`src/at_response_classifier_defines.svh`:
```
// ---------------------------------------------------------------------------
// at_response_classifier_defines
// assertion macros used by the response classifier rtl
// ---------------------------------------------------------------------------
`ifndef AT_RESPONSE_CLASSIFIER_DEFINES_SVH
`define AT_RESPONSE_CLASSIFIER_DEFINES_SVH

// same-cycle implication, checked out of reset
`define AT_ASSERT_NOW(lbl, clk, rstn, ante, cons) \
  lbl: assert property (@(posedge clk) disable iff (!(rstn)) (ante) |-> (cons)) \
    else $error("at_response_classifier: same-cycle check failed");

// next-cycle implication, checked out of reset
`define AT_ASSERT_NEXT(lbl, clk, rstn, ante, cons) \
  lbl: assert property (@(posedge clk) disable iff (!(rstn)) (ante) |=> (cons)) \
    else $error("at_response_classifier: next-cycle check failed");

`endif

```
`src/at_rc_pkg.sv`:
```
// ---------------------------------------------------------------------------
// at_rc_pkg
// types, codes and pattern constants of the response classifier
// ---------------------------------------------------------------------------
package at_rc_pkg;

  // longest pattern text in bytes
  localparam int unsigned PAT_MAX_LEN = 17;
  localparam int unsigned PAT_BITS    = PAT_MAX_LEN * 8;
  localparam int unsigned PAT_LEN_W   = 5;

  typedef enum logic [2:0] {
    PH_IDLE    = 3'd0,
    PH_COLLECT = 3'd1,
    PH_SUCCESS = 3'd2,
    PH_ERROR   = 3'd3,
    PH_TIMEOUT = 3'd4
  } phase_e;

  typedef enum logic [1:0] {
    ACT_START = 2'd0,
    ACT_BYTE  = 2'd1,
    ACT_TICK  = 2'd2
  } action_e;

  typedef enum logic [1:0] {
    REG_SUCC_FIRST  = 2'd0,
    REG_SUCC_SECOND = 2'd1,
    REG_TIMEOUT     = 2'd2,
    REG_CAPACITY    = 2'd3
  } reg_idx_e;

  localparam logic [3:0]  RST_SUCC_FIRST  = 4'd1;
  localparam logic [3:0]  RST_SUCC_SECOND = 4'd0;
  localparam logic [15:0] RST_TIMEOUT     = 16'd2000;
  localparam logic [9:0]  RST_CAPACITY    = 10'd768;

  typedef struct packed {
    logic [3:0]  succ_first_sel;
    logic [3:0]  succ_second_sel;
    logic [15:0] timeout_ms;
    logic [9:0]  capacity;
  } cfg_t;

  typedef struct packed {
    logic first;
    logic second;
    logic busy;
    logic err;
  } match_t;

  // result layout, status in the lowest bits
  typedef struct packed {
    logic       busy_cleared;
    logic [1:0] success_which;
    logic       byte_accepted;
    logic [9:0] captured_length;
    logic [2:0] status;
  } res_t;

  // text is right-aligned: last character in bits [7:0]
  typedef struct packed {
    logic [PAT_BITS-1:0]  text;
    logic [PAT_LEN_W-1:0] len;
  } pat_t;

  localparam pat_t PAT_BUSY  = '{text: PAT_BITS'("busy p"),            len: 5'd6};
  localparam pat_t PAT_ERROR = '{text: PAT_BITS'("ERROR"),             len: 5'd5};
  localparam pat_t PAT_FAIL  = '{text: PAT_BITS'("FAIL"),              len: 5'd4};
  localparam pat_t PAT_LINK  = '{text: PAT_BITS'("link is not valid"), len: 5'd17};

  function automatic pat_t success_pat(logic [3:0] sel);
    pat_t p;
    p = '0;
    unique case (sel)
      4'd1: begin p.text = PAT_BITS'("OK");                p.len = 5'd2;  end
      4'd2: begin p.text = PAT_BITS'("no change");         p.len = 5'd9;  end
      4'd3: begin p.text = PAT_BITS'("WIFI GOT IP");       p.len = 5'd11; end
      4'd4: begin p.text = PAT_BITS'("CONNECT");           p.len = 5'd7;  end
      4'd5: begin p.text = PAT_BITS'("ALREADY CONNECTED"); p.len = 5'd17; end
      4'd6: begin p.text = PAT_BITS'("CLOSED");            p.len = 5'd6;  end
      4'd7: begin p.text = PAT_BITS'(">");                 p.len = 5'd1;  end
      4'd8: begin p.text = PAT_BITS'("SEND OK");           p.len = 5'd7;  end
      default: p = '0;
    endcase
    return p;
  endfunction

endpackage

```
`src/at_response_classifier.sv`:
```
// ---------------------------------------------------------------------------
// at_response_classifier
// classifies a modem reply byte by byte as success, error or timeout
// ---------------------------------------------------------------------------
// Input stream: tuser carries the action (start, received byte, ms tick),
// tdata the received byte. Every transaction gives exactly one result
// transaction on the output stream with the phase, the captured length and
// the per-item flags.
// An item first lands in an input register; when the result register can
// advance, the window compare, counters and phase update run in one pass
// into the result register, which drives the output stream. One item is
// taken every cycle while results are taken, set by the single compare pass.
// The state (window, fill, counts, phase) updates together with the result
// register, so back-to-back bytes see each other's effect.
// If the receiver stalls, the result register holds and the input register
// still takes one more item; with both full, s_axis_tready drops until the
// result is taken. No transaction is lost or repeated.
// Reset clears both valid flags, the phase (idle), the counters, and loads
// the register defaults (first selector OK, timeout 2000, capacity 768).
// Registers via apb at byte addresses 0, 4, 8, 12; write only while idle.
// ---------------------------------------------------------------------------
`include "at_response_classifier_defines.svh"

module at_response_classifier #(
  parameter int unsigned WINDOW_LEN = 17
) (
  input  logic        clk_i,
  input  logic        rst_ni,
  // input stream
  input  logic        s_axis_tvalid,
  output logic        s_axis_tready,
  input  logic [7:0]  s_axis_tdata,   // [7:0] rx_byte
  input  logic [1:0]  s_axis_tuser,   // [1:0] action
  // result stream
  output logic        m_axis_tvalid,
  input  logic        m_axis_tready,
  // [2:0] status, [12:3] captured_length, [13] byte_accepted,
  // [15:14] success_which, [16] busy_cleared, [23:17] zero
  output logic [23:0] m_axis_tdata,
  // configuration
  input  logic        psel,
  input  logic        penable,
  input  logic        pwrite,
  input  logic [3:0]  paddr,
  input  logic [31:0] pwdata,
  output logic [31:0] prdata,
  output logic        pready
);

  localparam int unsigned FILL_W = $clog2(WINDOW_LEN + 1);
  localparam int unsigned WIN_W  = WINDOW_LEN * 8;

  at_rc_pkg::cfg_t   cfg;
  at_rc_pkg::match_t match;

  // input register
  logic        in_valid_q;
  logic [1:0]  in_action_q;
  logic [7:0]  in_byte_q;

  // result register
  logic            out_valid_q;
  at_rc_pkg::res_t res_q, res_d;

  // block state
  logic [WIN_W-1:0]  window_q, window_d, window_shift;
  logic [FILL_W-1:0] fill_q, fill_d, fill_inc;
  logic [9:0]        count_q, count_d;
  logic [15:0]       elapsed_q, elapsed_d, elapsed_inc;
  at_rc_pkg::phase_e phase_q, phase_d;

  logic advance, proc, in_fire;

  at_rc_cfg u_cfg (
    .clk_i   (clk_i),
    .rst_ni  (rst_ni),
    .psel    (psel),
    .penable (penable),
    .pwrite  (pwrite),
    .paddr   (paddr),
    .pwdata  (pwdata),
    .prdata  (prdata),
    .pready  (pready),
    .cfg_o   (cfg)
  );

  assign window_shift = {window_q[WIN_W-9:0], in_byte_q};
  assign fill_inc     = (fill_q == FILL_W'(WINDOW_LEN)) ? fill_q : fill_q + FILL_W'(1);
  assign elapsed_inc  = (elapsed_q == 16'hFFFF) ? elapsed_q : elapsed_q + 16'd1;

  at_rc_match #(
    .WINDOW_LEN (WINDOW_LEN),
    .FILL_W     (FILL_W)
  ) u_match (
    .window_i          (window_shift),
    .fill_i            (fill_inc),
    .succ_first_sel_i  (cfg.succ_first_sel),
    .succ_second_sel_i (cfg.succ_second_sel),
    .match_o           (match)
  );

  assign advance       = !out_valid_q || m_axis_tready;
  assign proc          = in_valid_q && advance;
  assign s_axis_tready = !in_valid_q || advance;
  assign in_fire       = s_axis_tvalid && s_axis_tready;

  always_comb begin
    window_d  = window_q;
    fill_d    = fill_q;
    count_d   = count_q;
    elapsed_d = elapsed_q;
    phase_d   = phase_q;
    res_d     = '0;
    case (in_action_q)
      at_rc_pkg::ACT_START: begin
        window_d  = '0;
        fill_d    = '0;
        count_d   = '0;
        elapsed_d = '0;
        phase_d   = (cfg.timeout_ms == 16'd0) ? at_rc_pkg::PH_TIMEOUT : at_rc_pkg::PH_COLLECT;
      end
      at_rc_pkg::ACT_BYTE: begin
        if (phase_q == at_rc_pkg::PH_COLLECT && count_q < cfg.capacity) begin
          res_d.byte_accepted = 1'b1;
          window_d = window_shift;
          fill_d   = fill_inc;
          count_d  = count_q + 10'd1;
          if (match.first) begin
            res_d.success_which = 2'd1;
            phase_d = at_rc_pkg::PH_SUCCESS;
          end else if (match.second) begin
            res_d.success_which = 2'd2;
            phase_d = at_rc_pkg::PH_SUCCESS;
          end else if (match.busy) begin
            // busy notice: drop what was collected and keep listening
            res_d.busy_cleared = 1'b1;
            window_d = '0;
            fill_d   = '0;
            count_d  = '0;
          end else if (match.err) begin
            phase_d = at_rc_pkg::PH_ERROR;
          end
        end
      end
      at_rc_pkg::ACT_TICK: begin
        if (phase_q == at_rc_pkg::PH_COLLECT) begin
          elapsed_d = elapsed_inc;
          if (elapsed_inc >= cfg.timeout_ms) begin
            phase_d = at_rc_pkg::PH_TIMEOUT;
          end
        end
      end
      default: ;
    endcase
    res_d.status          = phase_d;
    res_d.captured_length = count_d;
  end

  always_ff @(posedge clk_i or negedge rst_ni) begin
    if (!rst_ni) begin
      in_valid_q  <= 1'b0;
      out_valid_q <= 1'b0;
      fill_q      <= '0;
      count_q     <= '0;
      elapsed_q   <= '0;
      phase_q     <= at_rc_pkg::PH_IDLE;
    end else begin
      if (s_axis_tready) begin
        in_valid_q <= s_axis_tvalid;
      end
      if (advance) begin
        out_valid_q <= in_valid_q;
      end
      if (proc) begin
        fill_q    <= fill_d;
        count_q   <= count_d;
        elapsed_q <= elapsed_d;
        phase_q   <= phase_d;
      end
    end
  end

  // payload registers, bytes beyond the fill are never compared
  always_ff @(posedge clk_i) begin
    if (in_fire) begin
      in_action_q <= s_axis_tuser;
      in_byte_q   <= s_axis_tdata;
    end
    if (proc) begin
      window_q <= window_d;
      res_q    <= res_d;
    end
  end

  assign m_axis_tvalid = out_valid_q;
  assign m_axis_tdata  = {7'd0, res_q};

  `AT_ASSERT_NOW(a_fill_bound, clk_i, rst_ni, 1'b1, fill_q <= FILL_W'(WINDOW_LEN))
  `AT_ASSERT_NOW(a_success_phase, clk_i, rst_ni, out_valid_q && res_q.success_which != 2'd0,
                 res_q.status == at_rc_pkg::PH_SUCCESS)
  `AT_ASSERT_NOW(a_accept_counts, clk_i, rst_ni,
                 out_valid_q && res_q.byte_accepted && !res_q.busy_cleared,
                 res_q.captured_length != 10'd0)
  `AT_ASSERT_NEXT(a_idle_no_tick, clk_i, rst_ni,
                  proc && in_action_q != at_rc_pkg::ACT_START && phase_q != at_rc_pkg::PH_COLLECT,
                  $stable(elapsed_q) && $stable(count_q))

endmodule

```
`src/at_rc_cfg.sv`:
```
// ---------------------------------------------------------------------------
// at_rc_cfg
// apb register file for selectors, timeout and capacity
// ---------------------------------------------------------------------------
module at_rc_cfg (
  input  logic               clk_i,
  input  logic               rst_ni,
  input  logic               psel,
  input  logic               penable,
  input  logic               pwrite,
  input  logic [3:0]         paddr,
  input  logic [31:0]        pwdata,
  output logic [31:0]        prdata,
  output logic               pready,
  output at_rc_pkg::cfg_t    cfg_o
);

  at_rc_pkg::cfg_t cfg_q, cfg_d;
  logic            wr_en;
  logic [1:0]      idx;

  assign pready = 1'b1;
  assign wr_en  = psel & penable & pwrite;
  assign idx    = paddr[3:2];

  always_comb begin
    cfg_d = cfg_q;
    if (wr_en) begin
      unique case (idx)
        at_rc_pkg::REG_SUCC_FIRST:  cfg_d.succ_first_sel  = pwdata[3:0];
        at_rc_pkg::REG_SUCC_SECOND: cfg_d.succ_second_sel = pwdata[3:0];
        at_rc_pkg::REG_TIMEOUT:     cfg_d.timeout_ms      = pwdata[15:0];
        at_rc_pkg::REG_CAPACITY:    cfg_d.capacity        = pwdata[9:0];
        default: ;
      endcase
    end
  end

  always_comb begin
    unique case (idx)
      at_rc_pkg::REG_SUCC_FIRST:  prdata = {28'd0, cfg_q.succ_first_sel};
      at_rc_pkg::REG_SUCC_SECOND: prdata = {28'd0, cfg_q.succ_second_sel};
      at_rc_pkg::REG_TIMEOUT:     prdata = {16'd0, cfg_q.timeout_ms};
      at_rc_pkg::REG_CAPACITY:    prdata = {22'd0, cfg_q.capacity};
      default:                    prdata = 32'd0;
    endcase
  end

  always_ff @(posedge clk_i or negedge rst_ni) begin
    if (!rst_ni) begin
      cfg_q.succ_first_sel  <= at_rc_pkg::RST_SUCC_FIRST;
      cfg_q.succ_second_sel <= at_rc_pkg::RST_SUCC_SECOND;
      cfg_q.timeout_ms      <= at_rc_pkg::RST_TIMEOUT;
      cfg_q.capacity        <= at_rc_pkg::RST_CAPACITY;
    end else begin
      cfg_q <= cfg_d;
    end
  end

  assign cfg_o = cfg_q;

endmodule

```
`src/at_rc_match.sv`:
```
// ---------------------------------------------------------------------------
// at_rc_match
// parallel tail compare of the byte window against all patterns
// ---------------------------------------------------------------------------
module at_rc_match #(
  parameter int unsigned WINDOW_LEN = 17,
  parameter int unsigned FILL_W     = $clog2(WINDOW_LEN + 1)
) (
  input  logic [WINDOW_LEN*8-1:0] window_i,   // newest byte in [7:0]
  input  logic [FILL_W-1:0]       fill_i,
  input  logic [3:0]              succ_first_sel_i,
  input  logic [3:0]              succ_second_sel_i,
  output at_rc_pkg::match_t       match_o
);

  logic [at_rc_pkg::PAT_BITS-1:0] win_ext;

  // shorter windows pad with zeros; the fill check keeps the pad from matching
  assign win_ext = at_rc_pkg::PAT_BITS'(window_i);

  function automatic logic tail_hit(at_rc_pkg::pat_t p);
    logic hit;
    hit = (p.len != '0) && (6'(p.len) <= 6'(fill_i));
    for (int k = 0; k < at_rc_pkg::PAT_MAX_LEN; k++) begin
      if ((at_rc_pkg::PAT_LEN_W'(k) < p.len) && (win_ext[8*k +: 8] != p.text[8*k +: 8])) begin
        hit = 1'b0;
      end
    end
    return hit;
  endfunction

  always_comb begin
    match_o.first  = tail_hit(at_rc_pkg::success_pat(succ_first_sel_i));
    match_o.second = tail_hit(at_rc_pkg::success_pat(succ_second_sel_i));
    match_o.busy   = tail_hit(at_rc_pkg::PAT_BUSY);
    match_o.err    = tail_hit(at_rc_pkg::PAT_ERROR) | tail_hit(at_rc_pkg::PAT_FAIL)
                   | tail_hit(at_rc_pkg::PAT_LINK);
  end

endmodule

```
`config.mk`:
```
export PLATFORM = sky130hd
export DESIGN_NAME = at_response_classifier
export DESIGN_NICKNAME = d
export VERILOG_FILES = /design/src/at_rc_pkg.sv /design/src/at_response_classifier.sv /design/src/at_rc_cfg.sv /design/src/at_rc_match.sv
export VERILOG_INCLUDE_DIRS = /design/src /design/src/src
export SDC_FILE = /design/constraint.sdc
export NUM_CORES = 1
export LEC_CHECK = 0
export BUFFER_PORTS_ARGS = -buffer_cell sky130_fd_sc_hd__clkbuf_2
export CAP_MARGIN = 40
export CORE_MARGIN = 2
export CORE_UTILIZATION = 43
export DETAILED_ROUTE_END_ITERATION = 6
export GPL_ROUTABILITY_DRIVEN = 0
export GPL_TIMING_DRIVEN = 0
export PLACE_DENSITY = 0.61
export SLEW_MARGIN = 20
export SYNTH_ARGS = -nofsm -noshare
export SYNTH_HDL_FRONTEND = slang
export SYNTH_MEMORY_MAX_BITS = 65536
export SYNTH_SLANG_ARGS = --single-unit
```
`constraint.sdc`:
```
create_clock -name clk_i -period 9.2 [get_ports clk_i]
set_clock_uncertainty 0.05 [all_clocks]
set_input_delay 1.38 -clock clk_i [delete_from_list [all_inputs] [get_ports clk_i]]
set_output_delay 1.38 -clock clk_i [all_outputs]
set_load 0.02 [all_outputs]
```
# Word level (Yosys, flattened, before mapping)
# Memory sizes are Yosys's and may differ from the RTL's.
# Index checks and enable logic that the tools add are counted.
word_totals:
  in_bits: 53
  mem_bits_ro: 2816
  output_inout_bits: 59
  word_cells: 306
  n_memories: 2
  register_bits: 225
mem_list:
  columns: ["memory", "words", "word_bits", "rd", "rd_clocked_by_memory_dff", "wr", "line_no", "rtl"]
  rows:
  - ["(no name shown)", 16, 88, 1, 0, 0, "at_rc_pkg.sv:75", "unique case (sel)"]
  - ["(no name shown)", 16, 88, 1, 0, 0, "at_rc_pkg.sv:75", null]
classes:
  bitwise_logic: 6
  reduce_logical: 59
  mux: 99
  addsub: 3
  n_lt_le_gt_ge: 42
  eq_ne: 76
ops:
  columns: ["cell", "count"]
  rows:
  - ["$mux W128", 4]
  - ["$ne A8 B8 Y1", 34]
  - ["$pmux W128 S2", 1]
  - ["$ne A8 B7 Y1 const B", 28]
  - ["$pmux W32 S4", 1]
  - ["$lt A4 B5 Y1 const A", 16]
  - ["$mux W1", 69]
  - ["$lt A3 B5 Y1 const A", 8]
  - ["$mux W10", 4]
  - ["$logic_and A1 B1 Y1", 39]
  - ["$mux W16", 2]
  - ["$ne A8 B6 Y1 const B", 4]
  - ["$pmux W16 S2", 1]
  - ["$mux W5", 5]
  - ["$mux W3", 8]
  - ["$lt A1 B5 Y1 const A", 4]
  - ["$lt A2 B5 Y1 const A", 4]
  - ["$pmux W10 S2", 1]
  - ["$add A16 B1 Y16 const B", 1]
  - ["$eq A16 B16 Y1 const B", 1]
  - ["$ge A16 B16 Y1", 1]
  - ["$logic_not A16 Y1", 1]
  - ["$le A3 B5 Y1 const A", 3]
  - ["$add A10 B1 Y10 const B", 1]
  - ["25 further kinds", 44]

# Depth between registers and ports, before layout
# Gate-level depths: netlist of run 1.
depth:
  word_depth: 27
  ltp_mapped: 17
  depth_no_buf: 17

# Modules after synthesis
# Synthesis of run 1 repeated with hierarchy kept, for this count alone.
hier_totals:
  cells_unflattened: 1409
  hier_area_um2: 14337.5
by_module_without_submodules:
  columns: ["mod", "cells_each", "seq_area_each_um2", "n_inst", "area_each_um2"]
  rows:
  - ["at_response_classifier", 737, 5555.3, 1, 8967.4]
  - ["at_rc_match", 552, 0.0, 1, 3649.8]
  - ["at_rc_cfg", 120, 862.1, 1, 1720.4]

# Worst setup path after synthesis of run 1
# No wires, ideal clock.
synth_path:
  path_type: "input to register"
  from: "input port m_axis_tready"
  to: "register window_q[0] (enable)"
  t_required_ns: 8.668
  setup_ns: 0.482
  path_slack_ns: 3.879
  arrival_time_ns: 4.789
  n_path_buf: 0
  cell_stages: 6
  path_cell_list: "nand2b_1 nand2_1 inv_1 nand2_1 a21o_1 inv_1"
synth_via:
  elab_chain_cells: 3
synth_lines:
  columns: ["element", "line_no", "rtl"]
  rows:
  - ["start, declared", "at_response_classifier.sv:36", "input logic m_axis_tready,"]
  - ["$logic_or A1 B1 Y1", "at_response_classifier.sv:102", "assign advance = !out_valid_q || m_axis_tready;"]
  - ["$logic_and A1 B1 Y1", "at_response_classifier.sv:103", "assign proc = in_valid_q && advance;"]
  - ["named net proc", "at_response_classifier.sv:72", "logic advance, proc, in_fire;"]
  - ["$reduce_and A3 Y1 (no line)", null, null]
  - ["end signal, assigned", "at_response_classifier.sv:190", "window_q <= window_d;"]
  - ["end, declared", "at_response_classifier.sv:66", "logic [WIN_W-1:0] window_q, window_d, window_shift;"]
# The timed path passes the listed nets, and every way through them passes these cells.
# A chain may end at the register's enable or synchronous reset.

# Final worst setup path of run 1
layout_path:
  from: "register u_cfg.cfg_q, in the netlist u_cfg.cfg_o[30]"
  to: "register res_q, in the netlist m_axis_tdata[0] (data pin)"
layout_via:
  elab_chain_cells: 23
  word_cells_on_any_way: 75
  classes_between: "order compare: 18; eq/ne: 17; mux: 20; reduce/logical: 19; memory: 1"
layout_lines:
  columns: ["element", "line_no", "rtl"]
  rows:
  - ["start, declared", "at_rc_cfg.sv:18", "at_rc_pkg::cfg_t cfg_q, cfg_d;"]
  - ["start signal, assigned", "at_rc_cfg.sv:56", "cfg_q <= cfg_d;"]
  - ["$mem_v2 Z16 W88 (*)", null, null]
  - ["$le A5 B5 Y1, or another cell as far along", "at_rc_match.sv:23", "hit = (p.len != '0) && (6'(p.len) <= 6'(fill_i));"]
  - ["$logic_and A1 B1 Y1 (on tied branches)", "at_rc_match.sv:23, at_rc_match.sv:25", null]
  - ["$mux W1 (16 in series)", "at_rc_match.sv:25", "if ((at_rc_pkg::PAT_LEN_W'(k) < p.len) && (win_ext[8*k +: 8] != p.text[8*k +: 8])) begin"]
  - ["$mux W1 (*)", "at_rc_match.sv:25", null]
  - ["$mux W3 (*)", "at_response_classifier.sv:128", "if (match.first) begin"]
  - ["$mux W3 (*)", "at_response_classifier.sv:123", "if (phase_q == at_rc_pkg::PH_COLLECT && count_q < cfg.capacity) begin"]
  - ["$pmux W3 S3 (*)", "at_response_classifier.sv:114", "case (in_action_q)"]
  - ["named net phase_d[0]", "at_response_classifier.sv:70", "at_rc_pkg::phase_e phase_q, phase_d;"]
  - ["end signal, assigned", "at_response_classifier.sv:191", "res_q <= res_d;"]
  - ["end, declared", "at_response_classifier.sv:63", "at_rc_pkg::res_t res_q, res_d;"]
# The timed path passes the listed nets; every way through them passes the cells marked *.

==> flow_summary.yaml, run 1 <==
run_status:
  outcome: "finished clean"
critical_path:
  crit_chain: "inv_1, ha_1, clkbuf_1, nor2_1, o22ai_1, ha_1, nand4_1, a21oi_1, nor2_1, nor4_1, o2111ai_1, or4_1, a21oi_1, o21ai_1"
  critPathArrivalTime_ns: 4.84
  crit_family: "simple AND/OR/NAND/NOR gates"
  critPathBufInv: 2
  path_class: "flop to flop"
  cp_slowest_cell: "dfstp_2"
  crit_fanout: 10
  endpoint_kind: "flop"
  critPathLaunchType: "flop"
  cp_data_required_time_ns: 9.41
  cp_slowest_stage_delay_ns: 0.68
sta:
  grt_setup_unrepaired: "false"
  report.final.slew_viol_count: 0
  fin_ws_ns: 4.567
  worst_pin_slew_ns: 0.8917
  setup_tns_ns: 0
  relSlewSlack: 0.4042
  layout_min_cycle_time_ns: 4.633
  hold_ws_ns: 0.4416
  fmax_ghz: 0.2158
  setup_viol: 0
  period_share: 0.5036
  hold_viol_final: 0
synth:
  synth_adder_area_share: 0.04550
  avgSynthCellArea_um2: 9.887
  synth.cell_area_mm2: 0.01397
  yosysMostFrequentCell: "edfxtp_1"
  synth_top_area_frac: 0.3332
  yosys.area_share.xor_xnor: 0.03574
  yosys_register_bits: 225
  synth_flop_cell: "edfxtp_1"
  synth_edf_count: 155
  synth_area_leader_cell: "edfxtp_1"
  synth_warnings: 0
  async_flop_share: 0.3111
  synth_cell_types: 83
  synth_cells: 1413
  synth_top_family_by_area: "simple AND/OR/NAND/NOR gates"
  yosys-top-cells-count: "155 x edfxtp_1, 105 x and3_1, 103 x nand2_1"
  synth_compound_area_frac: 0.1392
  synthMuxAreaShare: 0.03466
  seq_area_frac_synth: 0.4594
  ys_top_cells_by_area: "edfxtp_1 33%, dfrtp_1 11%, and3_1 4.7%"
  synth-simple-area-share: 0.2335
route:
  drc: 0
  wl_per_cell_um: 20.58
  first_pass_iters: 5
  drt_iter0_drc: 1289
  antenna_left: 0
  viasPerCell: 5.914
  wl_um: 40990
  vias: 11780
clock_tree:
  hold_buffers: 0
  clk_pin_slew_ns: 0.06
  postCtsSetupBuffers: 0
  numCtsBuffers: 24
  h-tree-depth: 1
  clkLatencyLatePin_ns: 0.53
  clockBufferDepth: 3
  cts_sinks: 225
  cts_root_buf: "clkbuf_16"
  cts_tree: "built"
  post_cts_resized: 0
pwr:
  sequentialPowerShare: 0.408
  p_int_mw: 2.098
  p_sw_mw: 1.089
  p_total_mw: 3.186
  power_switching_share: 0.3417
  pwr-share-comb: 0.297
  irDropWorstVdd_mv: 0.1422
  clkPwrFrac: 0.295
  p_per_area_mw_per_mm2: 201.9
  leakage_nw: 6.380
placement:
  dp_hpwl_um: 30670
  placement.setup.worst_slack_ns: 4.742
  port_buffers: 68
  placed_cells: 1949
  placed_cell_area_mm2: 0.01502
finish:
  diodes: 0
  multi_input_area_mm2: 0.006915
  design_area_mm2: 0.01578
  drive_gt1_frac: 0.1297
  nets: 1638
  fin_util: 0.4887
  area_growth_pct: 12.96
  stdcell_count: 1992
  ff_latch_area_mm2: 0.006417
  nFillCells: 2981
die:
  core_area_mm2: 0.03229
  num_rows: 66
  die_h_um: 184.2
  die_area_mm2: 0.03395
  die_width_um: 184.2
  io-pin-count: 112
  start_util: 0.4327
job:
  cap_violations: 0
grt:
  antenna_found_initial: 0
  grt_max_degree: 73
  grt_pass1_wl_um: 62660
  grt_use_total: 0.2386
  globalRouteOverflowTotal: 0
  grt_pass1_vias: 11090
worst_hold_path:
  hp-class: "flop to flop"
## state kept, by name, summed over array words and instances (netlist names)
register       flops
m_axis_tvalid      1
in_action_q        2
phase_q            3
m_axis_tdata      17
in_byte_q          8
in_valid_q         1
window_q         128
count_q           10
u_cfg.cfg_o       34
elapsed_q         16
fill_q             5
## worst paths after layout
check	startpoint	cells after the start	slack (ns)	end
setup / recovery	u_cfg.cfg_o[30]	14	4.57	m_axis_tdata[0]
min in group asynchronous	rst_ni	1	0.74	count_q[7]
setup reg to reg	u_cfg.cfg_o[30]	14	4.57	m_axis_tdata[0]
hold / removal	in_valid_q	1	0.44	m_axis_tvalid
max in group asynchronous	rst_ni	2	7.74	u_cfg.cfg_o[30]
hold reg to reg	in_valid_q	1	0.44	m_axis_tvalid
## placed cells by master, fill, tap and decap left out, types with 8 or more instances in the layout
| cell type | n |
|---|---|
| edfxtp_1 | 155 |
| and3_1 | 105 |
| nand2_1 | 103 |
| o21ai_0 | 89 |
| nor2_1 | 79 |
| a21oi_1 | 74 |
| clkbuf_1 | 68 |
| clkbuf_2 | 68 |
| dfrtp_1 | 61 |
| ha_1 | 50 |
| inv_1 | 49 |
| and2_1 | 44 |
| xnor2_1 | 36 |
| nor3_1 | 36 |
| nand3_1 | 32 |
| nor4_1 | 28 |
| buf_4 | 28 |
| mux2i_1 | 27 |
| clkbuf_16 | 25 |
| conb_1 | 24 |
| nand4_1 | 23 |
| nor2b_1 | 23 |
| nand2b_1 | 22 |
| xor2_1 | 21 |
| buf_2 | 16 |
| a22o_1 | 15 |
| o31ai_1 | 12 |
| mux2_2 | 11 |
| a21o_1 | 11 |
| nand4b_1 | 11 |
| or2_2 | 10 |
| nor3b_1 | 9 |
| nor4bb_1 | 9 |
| nor4b_1 | 9 |
| dfstp_2 | 9 |
| a31oi_1 | 8 |
| or4_1 | 8 |
## final cells by class
class / instances / share of cell area
Timing Repair Buffer: 74 / 0.02688
Clock inverter: 12 / 0.006660
Inverter: 52 / 0.01269
Sequential cell: 225 / 0.4067
Multi-Input combinational cell: 1051 / 0.4382
Buffer: 107 / 0.03322
Clock buffer: 29 / 0.04060
Tap cell: 442 / 0.03505
## logic make-up (layout without fill, tap and decap cells)
family / Yosys count / count (layout)
mux: 42 / 42
compound gates: 297 / 297
simple gates: 580 / 580
xor+xnor: 57 / 57
fa+ha+maj: 51 / 51
flops: 225 / 225
buf+inv: 159 / 274
other cells: 2 / 24
## power groups by stage
stage | registers (mW) | clock network (mW) | logic (mW)
2_1_floorplan | 1.29 | 0 | 0.664
3_3_place_gp | 1.32 | 0 | 0.900
3_5_place_dp | 1.32 | 0 | 0.916
4_1_cts | 1.30 | 0.960 | 0.921
5_1_grt | 1.31 | 0.994 | 1.03
6_report | 1.30 | 0.939 | 0.947
## metal layers
metal  GRT usage  share of wire  vias up
met5           0              0        -
met4     0.09280          0.036        0
met3     0.04801          0.091      110
met2      0.3621           0.43      592
met1      0.3355           0.44     5621
li1            -              -     5457
No activity file was read; power rests on OpenSTA's default activity.
==> inputs of run 2 (changes only) <==
==> constraint.sdc (replaced) <==
create_clock -name clk_i -period 4.75 [get_ports clk_i]
set_clock_uncertainty 0.05 [all_clocks]
set_input_delay 0.7125 -clock clk_i [delete_from_list [all_inputs] [get_ports clk_i]]
set_output_delay 0.7125 -clock clk_i [all_outputs]
set_load 0.02 [all_outputs]
==> run 2 against run 1 <==
  * Routed wire length rose by 0.11%
  * Critical path depth fell by 1
  * Clock power rose by 110%
  * Register-to-register slack got worse by 4.3 ns
  * Sequential share of layout area fell by 0.33 points
  * Non-clock buffer count rose by 3
  * Die area did not move
  * Combinational power rose by 93%
  * Critical endpoint unchanged
==> flow_summary.yaml, run 2 (synthesis results as in run 1) <==
pwr:
  irDropWorstVdd_mv: 0.2525
  p_total_mw: 6.286
  p_per_area_mw_per_mm2: 395.1
  leakage_nw: 6.419
clock_tree:
  cts_sinks: 225
  numCtsBuffers: 25
  post_cts_resized: 0
  hold_buffers: 0
  cts_root_buf: "clkbuf_16"
  clockBufferDepth: 3
  clkLatencyLatePin_ns: 0.53
  cts_tree: "built"
  postCtsSetupBuffers: 0
  h-tree-depth: 1
  clk_pin_slew_ns: 0.06
critical_path:
  cp_data_required_time_ns: 4.97
  critPathLaunchType: "flop"
  r2r_cells: 13
  critPathArrivalTime_ns: 4.68
  path_class: "flop to flop"
  reg2reg_from: "u_cfg.cfg_o[30]"
  cp_slowest_cell: "dfstp_2"
  rrSetupSlack_ns: 0.29
  endpoint_kind: "flop"
  crit_fanout: 9
  r2r_end: "m_axis_tdata[0]"
  crit_family: "compound AO/OA/AOI/OAI gates"
  critPathBufInv: 1
  crit_chain: "inv_1, ha_1, mux2_2, a2bb2oi_1, ha_1, nand4_1, a21oi_1, nor2_1, nor4_1, o2111ai_1, or4_1, a21oi_1, o21ai_1"
  cp_slowest_stage_delay_ns: 0.68
route:
  antenna_left: 0
  wl_um: 41030
  first_pass_iters: 6
  wl_per_cell_um: 20.51
  drc: 0
  drt_iter0_drc: 1124
  viasPerCell: 5.857
  vias: 11720
sta:
  period_share: 0.9389
  setup_tns_ns: 0
  hold_ws_ns: 0.07061
  layout_min_cycle_time_ns: 4.460
  report.final.slew_viol_count: 0
  setup_viol: 0
  worst_pin_slew_ns: 0.8837
  relSlewSlack: 0.4096
  fmax_ghz: 0.2242
  hold_viol_final: 0
  grt_setup_unrepaired: "false"
job:
  cap_violations: 0
finish:
  stdcell_count: 2001
  final_common_cell: "edfxtp_1"
  top_register: "window_q"
  drive_gt1_frac: 0.1362
  area_growth_pct: 13.89
  final_cell_mix: "155 x edfxtp_1, 105 x and3_1, 103 x nand2_1"
  nets: 1642
  largest_reg_flops: 128
  design_area_mm2: 0.01591
worst_hold_path:
  hp-class: "input pin to async pin"
placement:
  dp_hpwl_um: 30840
  placed_cell_area_mm2: 0.01508
  placed_cells: 1953
  port_buffers: 68
die:
  num_rows: 66
  die_area_mm2: 0.03395
  die_h_um: 184.2
  die_width_um: 184.2
  start_util: 0.4327
  io-pin-count: 112
  core_area_mm2: 0.03229
grt:
  grt_max_degree: 51
  grt_pass1_wl_um: 63110
  globalRouteOverflowTotal: 0
  grt_pass1_vias: 10950
  antenna_found_initial: 2
  grt_use_total: 0.2416
run_status:
  outcome: "finished clean"
==> run 2: cell count changes in the layout (fill, tap and decap cells not counted) <==
cell,change
clkinvlp_4,+5
buf_12,+3
clkbuf_8,+3
clkinv_1,-3
diode_2,+2
buf_2,+1
clkbuf_2,-1
clkinv_2,-1
nor2_1,-1
nor2_2,+1
==> run 2: metal layers <==
metal	global-route usage	wire length (µm)	vias to the layer above
met5	0	0	-
met4	0.1002	1905	0
met3	0.05355	3728	127
met2	0.3606	17550	544
met1	0.3395	17850	5589
li1	-	-	5459
==> run 2: layout make-up <==
type	instances	area, µm²
diodes	2	5.005
plain buffers	107	524.3
clock buffers	32	681.9
clock inverters	13	127.6
fillers	3055	16380
inverters	52	198.9
multi-input cells	1051	6918
flip-flops and latches	225	6417
well taps	442	553.0
repair buffers	77	484.2
==> run 2: worst max path at each step <==
stage	from	to	cells past startpoint
after floorplan	u_cfg.cfg_o[8]	window_q[0]	7
after global placement	u_cfg.cfg_o[8]	window_q[2]	7
after detailed placement	u_cfg.cfg_o[30]	m_axis_tdata[0]	14
after CTS	u_cfg.cfg_o[30]	m_axis_tdata[0]	14
after global routing	u_cfg.cfg_o[30]	m_axis_tdata[0]	14
final	u_cfg.cfg_o[30]	m_axis_tdata[0]	13
==> run 2: power breakdown <==
group	switching (mW)	internal (mW)	leakage, nW	total, mW
sequential	0.202	2.32	2.36	2.52
clock	0.810	1.12	0.389	1.93
combinational	1.14	0.694	3.67	1.83
==> run 2: metrics by stage <==
step / util / setup slack [ns]
floorplan: - / 0.5014
global placement: 0.4630 / -0.7076
detailed placement: 0.4671 / 0.3079
CTS: 0.4922 / 0.3138
global route: 0.4926 / 0.05443
finish: 0.4928 / 0.2902
==> inputs of run 3 (changes only) <==
--- a/config.mk
+++ b/config.mk
@@ -17,5 +17,6 @@
 export SLEW_MARGIN = 20
 export SYNTH_ARGS = -nofsm -noshare
 export SYNTH_HDL_FRONTEND = slang
+export SYNTH_HIERARCHICAL = 1
 export SYNTH_MEMORY_MAX_BITS = 65536
 export SYNTH_SLANG_ARGS = --single-unit
==> run 3 against run 2 <==
  * Cell area rose by 4.1%
  * Sequential share of layout area fell by 1.6 points
  * Clock power rose by 9%
  * Sequential power rose by 5%
  * Clock-buffer cell count rose by 6
  * Global-route usage fell by 0.49 points
  * Area after synthesis rose by 2.6%
  * Critical path depth rose by 5
  * Worst hold slack improved by 0.052 ns
  * Routed wire length rose by 2.3%
  * Critical endpoint is now window_q[83]
  * Largest power group unchanged
==> flow_summary.yaml, run 3 <==
synth:
  synth_top_area_frac: 0.3246
  yosys-top-cells-count: "155 x edfxtp_1, 149 x and3_1, 89 x nor2_1"
  ys_top_cells_by_area: "edfxtp_1 32%, dfrtp_1 11%, and3_1 6.5%"
  synth_warnings: 6
  synth_flop_cell: "edfxtp_1"
  seq_area_frac_synth: 0.4476
  synth_edf_count: 155
  yosys_register_bits: 225
  async_flop_share: 0.3111
  synth_cells: 1409
  synth_cell_types: 92
  synth.cell_area_mm2: 0.01434
  avgSynthCellArea_um2: 10.18
  synth_area_leader_cell: "edfxtp_1"
  yosysMostFrequentCell: "edfxtp_1"
clock_tree:
  cts_sinks: 225
  clockBufferDepth: 3
  hold_buffers: 0
  cts_tree: "built"
  clk_pin_slew_ns: 0.06
  clkLatencyLatePin_ns: 0.55
  h-tree-depth: 1
  numCtsBuffers: 26
  cts_root_buf: "clkbuf_16"
sta:
  report.final.slew_viol_count: 0
  worst_pin_slew_ns: 0.8718
  period_share: 0.9621
  fmax_ghz: 0.2188
  hold_viol_final: 0
  relSlewSlack: 0.4167
  layout_min_cycle_time_ns: 4.570
  setup_viol: 0
finish:
  final_cell_mix: "155 x edfxtp_1, 149 x and3_1, 88 x nor2_1"
  largest_reg_flops: 128
  top_register: "window_q"
  stdcell_count: 2004
  area_growth_pct: 15.54
  drive_gt1_frac: 0.1750
  nets: 1647
  design_area_mm2: 0.01657
  final_common_cell: "edfxtp_1"
pwr:
  irDropWorstVdd_mv: 0.3186
  p_per_area_mw_per_mm2: 412.8
  leakage_nw: 6.915
route:
  viasPerCell: 5.900
  wl_per_cell_um: 20.96
  first_pass_iters: 6
  wl_um: 42000
  antenna_left: 0
  drc: 0
  vias: 11820
  drt_iter0_drc: 1320
die:
  die_h_um: 186.6
  die_area_mm2: 0.03482
  start_util: 0.4384
  io-pin-count: 112
  num_rows: 66
  core_area_mm2: 0.03270
  die_width_um: 186.6
placement:
  port_buffers: 69
  dp_hpwl_um: 31210
  placed_cell_area_mm2: 0.01554
  placed_cells: 1951
critical_path:
  critPathArrivalTime_ns: 4.93
  reg2reg_from: "u_cfg/cfg_o[27]"
  startpoint: "u_cfg/cfg_o[27]"
  endpoint_kind: "flop"
  r2r_cells: 18
  cp_data_required_time_ns: 5.11
  path_class: "flop to flop"
  rrSetupSlack_ns: 0.18
  critPathLaunchType: "flop"
  crit_end: "window_q[83]"
  r2r_end: "window_q[83]"
  crit_fanout: 10
grt:
  grt_pass1_vias: 11350
  antenna_found_initial: 3
  grt_max_degree: 38
  grt_pass1_wl_um: 65430
  globalRouteOverflowTotal: 0
  grt_use_total: 0.2367
run_status:
  outcome: "finished clean"
worst_hold_path:
  hp-class: "input pin to async pin"
job:
  cap_violations: 0
## run 3: kinds of logic (layout without fill, tap and decap cells)
logic type | count (synthesis) | in the layout | share of synthesized area
AND/OR/NAND/NOR | 574 | 574 | 0.2304
AO/OA/AOI/OAI | 256 | 256 | 0.1215
flip-flops | 225 | 225 | 0.4476
buffers and inverters | 164 | 294 | 0.05498
multiplexers | 78 | 78 | 0.06432
XOR/XNOR | 56 | 56 | 0.03421
adder cells (fa/ha/maj) | 53 | 53 | 0.04625
other | 3 | 26 | 0.0007854
## run 3: stage by stage
stage | worst slack [ns] | hold slack, ns | power [mW] | utilization | setup TNS, ns
after floorplan | 0.3107 | 0.3669 | 4.055 | - | 0
after global placement | -1.355 | 0.4270 | 4.605 | 0.4683 | -244.85
after detailed placement | -0.8383 | 0.4478 | 4.678 | 0.4753 | -81.18
after CTS | 0.01612 | 0.1202 | 6.797 | 0.5042 | 0
after global routing | -0.008788 | 0.1440 | 7.175 | 0.5064 | -0.008806
final | 0.1802 | 0.1222 | 6.838 | 0.5066 | 0
## run 3: critical path: stages, from the launching register on
cell and delay, ns:
dfrtp_2 0.43, buf_2 0.27, inv_2 0.10, ha_1 0.21
buf_4 0.19, nand3b_1 0.29, o21ai_0 0.29, ha_1 0.37
o21a_1 0.11, o21a_1 0.16, o21a_1 0.16, o22ai_1 0.15
o2111ai_1 0.17, a221oi_2 0.32, nor2_2 0.14, nand2_2 0.12
clkbuf_2 0.32, buf_1 0.35, and3_1 0.21
## run 3: metal layers
metal / global-route usage / wire length [µm]
met1: 0.3413 / 19020
met4: 0.07051 / 1235
met2: 0.3534 / 17960
met5: 0 / 23
met3: 0.05567 / 3752
## run 3: worst min-delay path by stage
stage | cells past startpoint | slack, ns | from | end
after floorplan | 0 | 0.37 | rst_ni | count_q[0]
after global placement | 1 | 0.43 | in_valid_q | m_axis_tvalid
after detailed placement | 1 | 0.45 | in_valid_q | m_axis_tvalid
after CTS | 1 | 0.12 | rst_ni | count_q[7]
after global routing | 1 | 0.14 | rst_ni | count_q[7]
final | 1 | 0.12 | rst_ni | count_q[7]
## run 3: area by class of cell
cell class	count	area (µm²)
Fill cell	3011	16140
Buffer	102	570.5
Tap cell	442	553.0
Sequential cell	225	6424
Antenna cell	2	5.005
Inverter	61	232.7
Clock inverter	9	128.9
Multi-Input combinational cell	1041	7289
Clock buffer	38	757.0
Timing Repair Buffer	84	605.6
## run 3: where the power goes
part	internal [mW]	switching, mW
clock network	1.27	0.830
logic	0.867	1.24
registers	2.36	0.272
total	4.50	2.34
## run 3: timing repair
| item | CTS | global route |
|---|---|---|
| pin swaps | 2 | 1 |
| buffers inserted | 5 | 0 |
| gates resized for setup | 8 | 30 |
| gates cloned | 0 | 0 |
| endpoints found under the setup margin | 152 | 154 |
